--- src/rtl/drld_pkg.sv ---
`default_nettype none

package drld_pkg;

    localparam int unsigned BYTE_W  = 8;
    localparam int unsigned WORD_W  = 64;
    localparam int unsigned CAUSE_W = 2;

    // end cause codes, reported with the last result of a list
    localparam logic [CAUSE_W-1:0] CAUSE_EXHAUSTED = 2'd0;
    localparam logic [CAUSE_W-1:0] CAUSE_ZERO_HDR  = 2'd1;
    localparam logic [CAUSE_W-1:0] CAUSE_TRUNCATED = 2'd2;

    typedef struct packed {
        logic signed [WORD_W-1:0] run_start_cluster;
        logic [WORD_W-1:0]        run_length_clusters;
        logic                     run_valid;
        logic                     list_end;
        logic [CAUSE_W-1:0]       end_cause;
    } t_run_result;

endpackage

`default_nettype wire

--- src/rtl/drld_parse.sv ---
`default_nettype none

module drld_parse (
    input  wire logic                  i_clk,
    input  wire logic                  i_rst_n,
    input  wire logic                  i_en,
    input  wire logic [7:0]            i_data_byte,
    input  wire logic                  i_last_byte,
    output logic                       o_has_result,
    output drld_pkg::t_run_result      o_result
);

    localparam logic [1:0] PH_HEADER = 2'd0;
    localparam logic [1:0] PH_LENGTH = 2'd1;
    localparam logic [1:0] PH_OFFSET = 2'd2;
    localparam logic [1:0] PH_STOP   = 2'd3;

    logic [1:0]  r_phase,      n_phase;
    logic [3:0]  r_len_left,   n_len_left;
    logic [3:0]  r_off_left,   n_off_left;
    logic [3:0]  r_pos,        n_pos;
    logic [3:0]  r_off_cnt,    n_off_cnt;
    logic [63:0] r_len_acc,    n_len_acc;
    logic [63:0] r_off_acc,    n_off_acc;
    logic [63:0] r_cluster,    n_cluster;
    logic [1:0]  r_stop_cause, n_stop_cause;

    logic [63:0] w_ins;
    logic [63:0] w_fin_len;
    logic [63:0] w_fin_off;
    logic [63:0] w_ext;
    logic [63:0] w_cluster_sum;
    logic        w_finish;
    logic        w_run_valid;
    logic [1:0]  w_cause;

    // bytes past the eighth of a field are dropped
    assign w_ins = r_pos[3] ? 64'd0 : ({56'd0, i_data_byte} << {r_pos[2:0], 3'b000});

    assign w_fin_len = (r_phase == PH_LENGTH) ? (r_len_acc | w_ins) : r_len_acc;
    assign w_fin_off = (r_phase == PH_OFFSET) ? (r_off_acc | w_ins) : r_off_acc;

    // sign extension only for offsets of one to seven bytes
    always_comb begin
        w_ext = 64'd0;
        for (int k = 1; k < 8; k++) begin
            if (r_off_cnt == 4'(k) && w_fin_off[8*k-1]) begin
                w_ext = {64{1'b1}} << (8*k);
            end
        end
    end

    assign w_cluster_sum = r_cluster + (w_fin_off | w_ext);

    always_comb begin
        n_phase      = r_phase;
        n_len_left   = r_len_left;
        n_off_left   = r_off_left;
        n_pos        = r_pos;
        n_off_cnt    = r_off_cnt;
        n_len_acc    = r_len_acc;
        n_off_acc    = r_off_acc;
        n_cluster    = r_cluster;
        n_stop_cause = r_stop_cause;
        w_finish     = 1'b0;
        w_cause      = drld_pkg::CAUSE_EXHAUSTED;

        unique case (r_phase)
            PH_HEADER: begin
                if (i_data_byte == 8'd0) begin
                    n_phase      = PH_STOP;
                    n_stop_cause = drld_pkg::CAUSE_ZERO_HDR;
                end else begin
                    n_len_left = i_data_byte[3:0];
                    n_off_left = i_data_byte[7:4];
                    n_off_cnt  = i_data_byte[7:4];
                    n_pos      = 4'd0;
                    n_len_acc  = 64'd0;
                    n_off_acc  = 64'd0;
                    n_phase    = (i_data_byte[3:0] != 4'd0) ? PH_LENGTH : PH_OFFSET;
                end
            end
            PH_LENGTH: begin
                n_len_acc  = w_fin_len;
                n_pos      = r_pos + 4'd1;
                n_len_left = r_len_left - 4'd1;
                if (r_len_left == 4'd1) begin
                    n_pos = 4'd0;
                    if (r_off_left == 4'd0) begin
                        w_finish = 1'b1;
                    end else begin
                        n_phase = PH_OFFSET;
                    end
                end
            end
            PH_OFFSET: begin
                n_off_acc  = w_fin_off;
                n_pos      = r_pos + 4'd1;
                n_off_left = r_off_left - 4'd1;
                if (r_off_left == 4'd1) begin
                    w_finish = 1'b1;
                end
            end
            PH_STOP: begin
            end
            default: begin
            end
        endcase

        if (w_finish) begin
            n_cluster = w_cluster_sum;
            n_phase   = PH_HEADER;
            n_pos     = 4'd0;
        end

        if (i_last_byte) begin
            priority if (n_phase == PH_LENGTH || n_phase == PH_OFFSET) begin
                w_cause = drld_pkg::CAUSE_TRUNCATED;
            end else if (n_phase == PH_STOP) begin
                w_cause = n_stop_cause;
            end else begin
                w_cause = drld_pkg::CAUSE_EXHAUSTED;
            end
            // list done, next byte opens a fresh list at cluster zero
            n_phase      = PH_HEADER;
            n_len_left   = 4'd0;
            n_off_left   = 4'd0;
            n_pos        = 4'd0;
            n_off_cnt    = 4'd0;
            n_len_acc    = 64'd0;
            n_off_acc    = 64'd0;
            n_cluster    = 64'd0;
            n_stop_cause = 2'd0;
        end
    end

    assign w_run_valid  = w_finish && (w_fin_len != 64'd0);
    assign o_has_result = w_run_valid || i_last_byte;

    always_comb begin
        o_result.run_start_cluster   = w_run_valid ? w_cluster_sum : 64'd0;
        o_result.run_length_clusters = w_run_valid ? w_fin_len : 64'd0;
        o_result.run_valid           = w_run_valid;
        o_result.list_end            = i_last_byte;
        o_result.end_cause           = i_last_byte ? w_cause : drld_pkg::CAUSE_EXHAUSTED;
    end

    always_ff @(posedge i_clk) begin
        if (!i_rst_n) begin
            r_phase      <= PH_HEADER;
            r_len_left   <= 4'd0;
            r_off_left   <= 4'd0;
            r_pos        <= 4'd0;
            r_off_cnt    <= 4'd0;
            r_len_acc    <= 64'd0;
            r_off_acc    <= 64'd0;
            r_cluster    <= 64'd0;
            r_stop_cause <= 2'd0;
        end else if (i_en) begin
            r_phase      <= n_phase;
            r_len_left   <= n_len_left;
            r_off_left   <= n_off_left;
            r_pos        <= n_pos;
            r_off_cnt    <= n_off_cnt;
            r_len_acc    <= n_len_acc;
            r_off_acc    <= n_off_acc;
            r_cluster    <= n_cluster;
            r_stop_cause <= n_stop_cause;
        end
    end

endmodule

`default_nettype wire

--- src/rtl/data_run_list_decoder.sv ---
// Run list decoder: takes the bytes of a data run list one per request on the
// slave stream, tlast on the final byte, and gives one result for each run
// with a nonzero length plus one for the final byte of the list, merged if
// that byte ends a run (tlast set, tuser[2:1] = end cause: 0 data exhausted,
// 1 zero header, 2 truncated run). A result carries the running start cluster
// and the run length in tdata; for a result with no run both are zero. One
// byte is taken every cycle unless the result side stalls; a byte passes an
// input register and one step of the parser, which updates its state and
// forms the result (byte insert, offset sign extension, 64-bit cluster add)
// combinationally, into the result register. Cluster state is cleared after each final byte.
`default_nettype none

module data_run_list_decoder (
    input  wire logic         i_clk,
    input  wire logic         i_rst_n,
    input  wire logic         i_s_axis_tvalid,
    output logic              o_s_axis_tready,
    input  wire logic [7:0]   i_s_axis_tdata,   // [7:0] data_byte
    input  wire logic         i_s_axis_tlast,   // last_byte
    output logic              o_m_axis_tvalid,
    input  wire logic         i_m_axis_tready,
    output logic [127:0]      o_m_axis_tdata,   // [63:0] run_start_cluster,
                                                // [127:64] run_length_clusters
    output logic [2:0]        o_m_axis_tuser,   // [0] run_valid, [2:1] end_cause
    output logic              o_m_axis_tlast    // list_end
);

    logic                  r_in_valid;
    logic [7:0]            r_in_byte;
    logic                  r_in_last;
    logic                  r_out_valid;
    drld_pkg::t_run_result r_out;

    logic                  w_out_free;
    logic                  w_step;
    logic                  w_has_result;
    drld_pkg::t_run_result w_result;

    assign w_out_free      = !r_out_valid || i_m_axis_tready;
    assign w_step          = r_in_valid && w_out_free;
    assign o_s_axis_tready = !r_in_valid || w_out_free;

    drld_parse u_parse (
        .i_clk        (i_clk),
        .i_rst_n      (i_rst_n),
        .i_en         (w_step),
        .i_data_byte  (r_in_byte),
        .i_last_byte  (r_in_last),
        .o_has_result (w_has_result),
        .o_result     (w_result)
    );

    always_ff @(posedge i_clk) begin
        if (!i_rst_n) begin
            r_in_valid <= 1'b0;
        end else if (o_s_axis_tready) begin
            r_in_valid <= i_s_axis_tvalid;
        end
    end

    always_ff @(posedge i_clk) begin
        if (o_s_axis_tready && i_s_axis_tvalid) begin
            r_in_byte <= i_s_axis_tdata;
            r_in_last <= i_s_axis_tlast;
        end
    end

    always_ff @(posedge i_clk) begin
        if (!i_rst_n) begin
            r_out_valid <= 1'b0;
        end else if (w_out_free) begin
            r_out_valid <= w_step && w_has_result;
        end
    end

    always_ff @(posedge i_clk) begin
        if (w_out_free) begin
            r_out <= w_result;
        end
    end

    assign o_m_axis_tvalid = r_out_valid;
    assign o_m_axis_tdata  = {r_out.run_length_clusters, r_out.run_start_cluster};
    assign o_m_axis_tuser  = {r_out.end_cause, r_out.run_valid};
    assign o_m_axis_tlast  = r_out.list_end;

    // a result with no run carries zero cluster and length
    a_empty_zero: assert property (@(posedge i_clk) disable iff (!i_rst_n)
        o_m_axis_tvalid && !o_m_axis_tuser[0] |-> o_m_axis_tdata == 128'd0)
        else $error("result without run has nonzero payload");

    // every result is either a run or the end of a list
    a_has_reason: assert property (@(posedge i_clk) disable iff (!i_rst_n)
        o_m_axis_tvalid |-> o_m_axis_tuser[0] || o_m_axis_tlast)
        else $error("result with neither run nor list end");

    // end cause only on the final result, and never the unused code
    a_cause_only_at_end: assert property (@(posedge i_clk) disable iff (!i_rst_n)
        o_m_axis_tvalid && !o_m_axis_tlast |-> o_m_axis_tuser[2:1] == 2'd0)
        else $error("end cause outside list end");

    a_cause_range: assert property (@(posedge i_clk) disable iff (!i_rst_n)
        o_m_axis_tvalid |-> o_m_axis_tuser[2:1] != 2'd3)
        else $error("illegal end cause");

    // a held byte waits in the input register while the result side stalls
    a_input_held: assert property (@(posedge i_clk) disable iff (!i_rst_n)
        r_in_valid && !w_out_free |=> r_in_valid && $stable(r_in_byte) && $stable(r_in_last))
        else $error("input register lost a byte during stall");

endmodule

`default_nettype wire
--- config.mk ---
export PLATFORM = sky130hd
export DESIGN_NAME = data_run_list_decoder
export DESIGN_NICKNAME = d
export VERILOG_FILES = /design/src/rtl/drld_pkg.sv /design/src/rtl/drld_parse.sv /design/src/rtl/data_run_list_decoder.sv
export SDC_FILE = /design/constraint.sdc
export NUM_CORES = 1
export LEC_CHECK = 0
export BUFFER_PORTS_ARGS = -buffer_cell sky130_fd_sc_hd__buf_2
export CAP_MARGIN = 10
export CORE_MARGIN = 2
export CORE_UTILIZATION = 25
export CTS_BUF_LIST = sky130_fd_sc_hd__clkbuf_16
export DETAILED_ROUTE_END_ITERATION = 8
export PLACE_DENSITY = 0.38
export SLEW_MARGIN = 20
export SYNTH_ARGS = -nofsm -noshare
export SYNTH_HDL_FRONTEND = slang
export SYNTH_SLANG_ARGS = --single-unit
--- constraint.sdc ---
create_clock -name i_clk -period 9.3 [get_ports i_clk]
set_clock_uncertainty 0.15 [all_clocks]
set_input_delay 1.395 -clock i_clk [delete_from_list [all_inputs] [get_ports i_clk]]
set_output_delay 1.395 -clock i_clk [all_outputs]
set_load 0.02 [all_outputs]
==> impl_metrics.yaml, run 1 <==
clock_network:
  clk_path_buf_depth: 3
  root_buffer: "clkbuf_16"
  clkSlewWorstSetupHoldPaths_ns: 0.06
  htreeDepth: 2
  clkSinkCount: 355
  clk_latency_ns: 0.58
  cts_tree: "yes"
  cts_hold_buf: 0
  numCtsBuffers: 45
  cts_resized: 0
  cts_setup_buffers: 0
routing:
  via_per_inst: 4.88
  drt_iter0_drc: 856
  routed_wl_mm: 59.0
  dr_total_vias: 14883
  drt-pass1-iter-count: 5
  post_drt_wl_per_cell_um: 19.4
  detail-route-antenna-nets: 0
  drcViolationCount: 0
place:
  port_buffers: 146
  hpwl_mm: 40.3
  pre_cts_ws_ns: 3.15
  place_congestion: 0.840
  place_inst: 2966
sta:
  fin_ws_ns: 3.21
  hold_viol: 0
  setup_viol_count_final: 0
  post-route-min-period_ns: 6.09
  tightest_slew_ns: 1.08
  slew-limit-headroom_pct: 27.2
  slew_violations: 0
  grt_setup_unrepaired: "false"
  fmax_mhz: 164
  finalCritPeriodShare_pct: 65.5
  setup_tns_ns: 0
grt:
  antenna_found_initial: 2
  grt_first_pass_wirelength_mm: 90.7
  grt-ovfl-total: 0
  grt_pass1_vias: 14797
  grt_use_total_pct: 15.6
  grt_max_degree: 84
critical_path:
  cp_max_fo: 19
  r2r_end: "o_m_axis_tdata[63]"
  cp-end-kind: "flip-flop"
  worstSetupStartpointType: "flip-flop"
  worstRegToRegCells: 21
  cp.arrival_ns: 6.25
  critical_path_class: "reg2reg"
  rrSetupSlack_ns: 3.21
  timing.rr.start: "u_parse.r_phase[0]"
  crit_required_ns: 9.45
min_path:
  hold_end: "u_parse.r_cluster[15]"
  min-delay-start: "u_parse.r_cluster[15]"
  hold_path_depth: 2
  hold_path_class: "reg2reg"
synth:
  synth.mux.area_fraction_pct: 0.222
  synth_area_sq_mm: 0.0181
  synth_edf_count: 141
  synth_seq_cells: 355
  async_flop_share_pct: 0
  synth_top_family_by_area: "compound AO/OA/AOI/OAI gates"
  synth_simple_gate_area_share_pct: 18.6
  synth-compound-area-share_pct: 22.0
  synthesis.instances: 1981
  synthAdderAreaFrac_pct: 5.09
  synth.distinct_cells: 80
  synth-seq-area-share_pct: 47.1
  synth.net_count: 2067
  synthXorXnorAreaFrac_pct: 3.15
  syn_avg_cell_area_sq_um: 9.12
  synthFlopType: "dfxtp_1"
  yosys_warnings: 0
floorplan:
  num_rows: 98
  dieArea_sq_mm: 0.0745
  die_x_um: 273
  top_level_ports: 147
  fp.coreArea_sq_mm: 0.0715
  start_util_pct: 25.3
  fp.dieH_um: 273
layout:
  seqCellArea_sq_mm: 0.00852
  layout.cells.most_common_list: "nor2_1, a21oi_1, dfxtp_1"
  final_cells: 3050
  n_fill_cell: 7569
  area_growth_pct: 17.2
  final_common_cell: "nor2_1"
  multiInputGateArea_sq_mm: 0.00893
  layout-drive-gt1-share_pct: 12.8
  antennaDiodeCount: 0
  final_util_pct: 29.6
  fin_nets: 2149
power_and_ir_drop:
  cellLeakagePower_nw: 8.61
  p_total_mw: 3.54
  ir_worst_vdd_uv: 113
  power_density_mw_per_mm2: 167
status:
  outcome: "finished clean"
run:
  drv_cap: 0
## routing by layer
layer / global-route usage [%] / up-vias / wire length [um]
met5: 0 / - / 10
met2: 26.1 / 349 / 27800
met1: 20.7 / 7120 / 27200
met4: 4.24 / 2 / 1390
met3: 2.41 / 78 / 2610
li1: - / 7334 / -
## worst max-delay path: stages (launching register included)
cell and delay (ns):
dfxtp_1 0.38, inv_1 0.08, ha_1 0.42, nor4bb_4 0.29, a21oi_4 0.26, o22ai_4 0.15
or3_1 0.54, nor2_1 0.52, o41ai_1 0.17, buf_4 0.20, a211o_1 0.27, ha_1 0.40
and3_1 0.27, a221oi_1 0.31, o21bai_1 0.12, a221o_1 0.31, a21o_1 0.20, a22o_1 0.20
nor3_1 0.18, xnor2_1 0.20, xnor2_1 0.15, nor2_1 0.05
## worst max path at each step
stage                     slack (ns)               start                     to  cells past startpoint
final                           3.21  u_parse.r_phase[0]     o_m_axis_tdata[63]                     21
after global routing            2.70  u_parse.r_phase[0]     o_m_axis_tdata[63]                     21
after CTS                       3.15  u_parse.r_phase[0]     o_m_axis_tdata[63]                     21
after detailed placement        3.15  u_parse.r_phase[0]     o_m_axis_tdata[63]                     21
after global placement          3.19  u_parse.r_phase[0]     o_m_axis_tdata[63]                     21
after floorplan                 3.07     i_m_axis_tready  u_parse.r_off_acc[49]                     10
## stage by stage
stage                     instance area (sq um)  hold slack (ns)
after floorplan                           18100            0.282
after global placement                    19700            0.293
after detailed placement                  19700            0.305
after CTS                                 21200            0.318
after global routing                      21200            0.335
final                                     21200            0.310
## report_power, final
part	internal, mW	total (mW)	switching (mW)	leakage, nW
Clock	1.04	1.76	0.719	0.756
Combinational	0.0361	0.144	0.108	4.44
Sequential	1.63	1.64	0.00918	3.41
## state kept, by name (all words and copies together) (netlist names)
| register | cells |
|---|---|
| o_m_axis_tlast | 1 |
| u_parse.r_stop_cause | 2 |
| u_parse.r_len_left | 4 |
| r_in_byte | 8 |
| u_parse.r_len_acc | 64 |
| r_in_last | 1 |
| u_parse.r_off_acc | 64 |
| r_in_valid | 1 |
| o_m_axis_tvalid | 1 |
| o_m_axis_tuser | 3 |
| u_parse.r_pos | 4 |
| u_parse.r_off_cnt | 4 |
| u_parse.r_off_left | 4 |
| o_m_axis_tdata | 128 |
| u_parse.r_cluster | 64 |
| u_parse.r_phase | 2 |
## layout make-up
cell class,instances,share of cell area (%)
multi-input combinational,1453,42.2
sequential,355,40.2
clock buffer,48,5.67
tap,950,5.61
timing repair buffer,171,4.33
clock inverter,36,1.33
inverter,37,0.679
## cell usage after synthesis, types with 19 or more instances
library cell  number  share of area, %
nand2_1          140               2.9
dfxtp_1          214                24
a21o_1            44               1.8
a22oi_1           58               2.4
xor2_1            24               1.2
xnor2_1           41               2.0
nor3_1            35              0.97
nand2b_1          19              0.66
nand4_1           21              0.73
a21oi_1          232               6.4
clkbuf_1         118               2.5
ha_1              72               5.0
nand3_1           27              0.75
a211o_1           47               2.3
edfxtp_1         141                23
and2_1            35               1.2
o21ai_0           90               2.5
inv_1             35              0.73
nor2b_1          101               3.5
nor4_1            19              0.66
nor2_1           249               5.2
## logic make-up (layout without fill, tap and decap cells)
logic type                 after synthesis  count (layout)
and+or+nand+nor                        696             696
AOI/OAI and AO/OA                      615             615
DFF                                    355             355
buffers and inverters                  173             292
adders and majority gates               73              73
xor gates and xnor gates                65              65
muxes                                    4               4
No activity file was read; power rests on OpenSTA's default activity.
==> run 2: changes to the inputs <==
--- a/config.mk
+++ b/config.mk
@@ -5,6 +5,7 @@
 export SDC_FILE = /design/constraint.sdc
 export NUM_CORES = 1
 export LEC_CHECK = 0
+export ABC_AREA = 1
 export BUFFER_PORTS_ARGS = -buffer_cell sky130_fd_sc_hd__buf_2
 export CAP_MARGIN = 10
 export CORE_MARGIN = 2
==> constraint.sdc (replaced) <==
create_clock -name i_clk -period 6.1 [get_ports i_clk]
set_clock_uncertainty 0.15 [all_clocks]
set_input_delay 0.915 -clock i_clk [delete_from_list [all_inputs] [get_ports i_clk]]
set_output_delay 0.915 -clock i_clk [all_outputs]
set_load 0.02 [all_outputs]
==> run 2 against run 1 <==
Final cell count grew 36%. Power grew 59%. Wire length is 51% higher. Maximum frequency increased by 11%. Non-clock buffer count grew 19. Worst hold slack got worse by 0.0046 ns. Combinational power increased by 150%. Critical path depth grew 1. Sequential share of layout area decreased by 4.8 points. Worst setup slack got worse by 2.6 ns. Sequential power rose by 55%. Via count up 34%. Largest cell class unchanged.
==> impl_metrics.yaml, run 2 <==
routing:
  via_per_inst: 4.81
  drt_iter0_drc: 1480
  dr_total_vias: 19982
  drt-pass1-iter-count: 6
  post_drt_wl_per_cell_um: 21.4
  routed_wl_mm: 88.8
  drcViolationCount: 0
  detail-route-antenna-nets: 0
synth:
  async_flop_share_pct: 0
  synthesis.instances: 2922
  synthFlopType: "dfxtp_1"
  synthMostInstantiatedCell: "nand2_1"
  synth-seq-area-share_pct: 41.4
  yosys.area.top_type: "dfxtp_1"
  yosys_warnings: 0
  yosys-top-cells-count: "nand2_1, inv_1, a21oi_1"
  synth.distinct_cells: 43
  ys_top_cells_by_area: "dfxtp_1, edfxtp_1, nand2_1, a21oi_1, inv_1"
  synth_area_sq_mm: 0.0206
  synth.net_count: 3008
  synth_edf_count: 141
  yosysTopAreaCellShare_pct: 20.8
  synth_seq_cells: 355
  syn_avg_cell_area_sq_um: 7.04
sta:
  setup_viol_count_final: 0
  grt_setup_unrepaired: "false"
  slew_violations: 0
  holdWs_ns: 0.306
  finalCritPeriodShare_pct: 89.6
  setup_tns_ns: 0
  fmax_mhz: 183
  post-route-min-period_ns: 5.47
  tightest_slew_ns: 1.11
  slew-limit-headroom_pct: 26.2
  hold_viol: 0
run:
  drv_cap: 0
clock_network:
  numCtsBuffers: 47
  root_buffer: "clkbuf_16"
  clkSinkCount: 355
  cts_setup_buffers: 0
  clk_latency_ns: 0.59
  cts_resized: 0
  clkSlewWorstSetupHoldPaths_ns: 0.06
  clk_path_buf_depth: 3
  cts_hold_buf: 0
  cts_tree: "yes"
  htreeDepth: 2
floorplan:
  die_x_um: 291
  num_rows: 105
  top_level_ports: 147
  start_util_pct: 25.2
  dieArea_sq_mm: 0.0846
  fp.coreArea_sq_mm: 0.0817
  fp.dieH_um: 291
layout:
  area_growth_pct: 16.9
  largest_reg_flops: 128
  seqCellArea_sq_mm: 0.00852
  layout.cells.most_common_list: "nand2_1, inv_1, a21oi_1"
  n_fill_cell: 9003
  layout-drive-gt1-share_pct: 10.1
  fin_nets: 3134
  final_common_cell: "nand2_1"
  multiInputGateArea_sq_mm: 0.0102
grt:
  met2_usage_pct: 33.5
  grt-ovfl-total: 0
  grt_use_total_pct: 20.5
  grt_util_met1_pct: 29.0
  antenna_found_initial: 1
  use_met3_pct: 1.95
  grt_pass1_vias: 19241
  grt_first_pass_wirelength_mm: 130
  grt_max_degree: 108
  grt_most_used_layer: "met2"
min_path:
  hold_path_class: "reg2reg"
power_and_ir_drop:
  power_density_mw_per_mm2: 235
  ir_worst_vdd_uv: 194
  cellLeakagePower_nw: 10.7
place:
  port_buffers: 146
  hpwl_mm: 68.0
  place_congestion: 0.951
critical_path:
  cp.arrival_ns: 5.63
  crit_required_ns: 6.27
  worstSetupStartpointType: "flip-flop"
  rrSetupSlack_ns: 0.63
  critical_path_class: "reg2reg"
  cp_max_fo: 25
  cp-end-kind: "flip-flop"
status:
  outcome: "finished clean"
-- run 2: cell count changes in the layout (fill, tap and decap cells not counted), moves of 17 or more --
cell	before	now
a211o_1	47	0
xnor2_1	41	5
nand2b_1	19	0
nand2_1	139	807
nor2_1	249	325
a2bb2oi_1	17	0
and2_1	34	7
a21o_1	44	3
a22oi_1	58	1
inv_1	42	378
nor2b_1	101	0
a21oi_1	232	358
a211oi_1	9	82
nand3_1	27	164
-- run 2: layout make-up --
cell class / instances / area share, %
Antenna cell: 1 / 0.0104
Tap cell: 1070 / 5.57
Multi-Input combinational cell: 2081 / 42.4
Clock inverter: 39 / 1.10
Timing Repair Buffer: 190 / 4.56
Sequential cell: 355 / 35.4
Inverter: 373 / 5.86
Clock buffer: 49 / 5.10
-- run 2: path summary, 6_finish.rpt --
| path | to | depth (start not counted) | start |
|---|---|---|---|
| worst min-delay path | u_parse.r_off_acc[55] | 2 | u_parse.r_off_acc[55] |
| worst min register to register | u_parse.r_off_acc[55] | 2 | u_parse.r_off_acc[55] |
| worst max register to register | o_m_axis_tdata[59] | 22 | u_parse.r_pos[1] |
| worst max-delay path | o_m_axis_tdata[59] | 22 | u_parse.r_pos[1] |
-- run 2: logic make-up (layout without fill, tap and decap cells) --
family	after synthesis	count (layout)	share of synthesized area, %
buffers and inverters	486	651	9.31
adder cells (fa/ha/maj)	73	73	4.48
other	0	1	0
AO/OA/AOI/OAI	580	580	16.0
flip-flops	355	355	41.4
AND/OR/NAND/NOR	1396	1396	27.5
XOR/XNOR	32	32	1.36
-- run 2: metal layers --
| metal | up-vias | wire length [um] |
|---|---|---|
| met2 | 513 | 40700 |
| met5 | - | 0 |
| met1 | 9513 | 42300 |
| met3 | 106 | 3640 |
| met4 | 0 | 2180 |
| li1 | 9850 | - |
-- run 2: report_power, final --
part           total [mW]  switching, mW  internal (mW)  leakage [nW]
clock                2.75           1.17           1.58         0.783
combinational       0.355          0.263         0.0926          6.46
sequential           2.54         0.0270           2.51          3.42
total                5.64           1.46           4.18          10.7
-- run 2: worst max-delay path: stages, from the launching register on --
cell and delay [ns]:
dfxtp_1 0.85, nor3_1 0.11, buf_4 0.18, nand3_1 0.07
nand2_2 0.08, nand2_2 0.17, nand2_2 0.10, nor2_2 0.39
nand2_1 0.21, inv_1 0.16, nand2_1 0.09, inv_1 0.25
nand2_1 0.09, ha_1 0.38, nand2_1 0.15, nor3_1 0.66
nand2_1 0.32, nor3_1 0.20, nand2_1 0.23, nand2_1 0.13
nand2_1 0.07, nand2_1 0.07, nor2_1 0.04
-- run 2: stage by stage --
step           util, %  total power, mW  setup slack, ns  cell area, sq um  instances
5_1_grt           29.4             5.85            0.176             24000       4157
3_5_place_dp      27.6             2.95            0.608             22500       4069
6_report          29.4             5.64            0.633             24000       4158
2_1_floorplan        -             2.82           0.0432             20600       2922
3_3_place_gp      27.6             2.94            0.580             22500       4068
4_1_cts           29.4             5.74            0.587             24000       4157
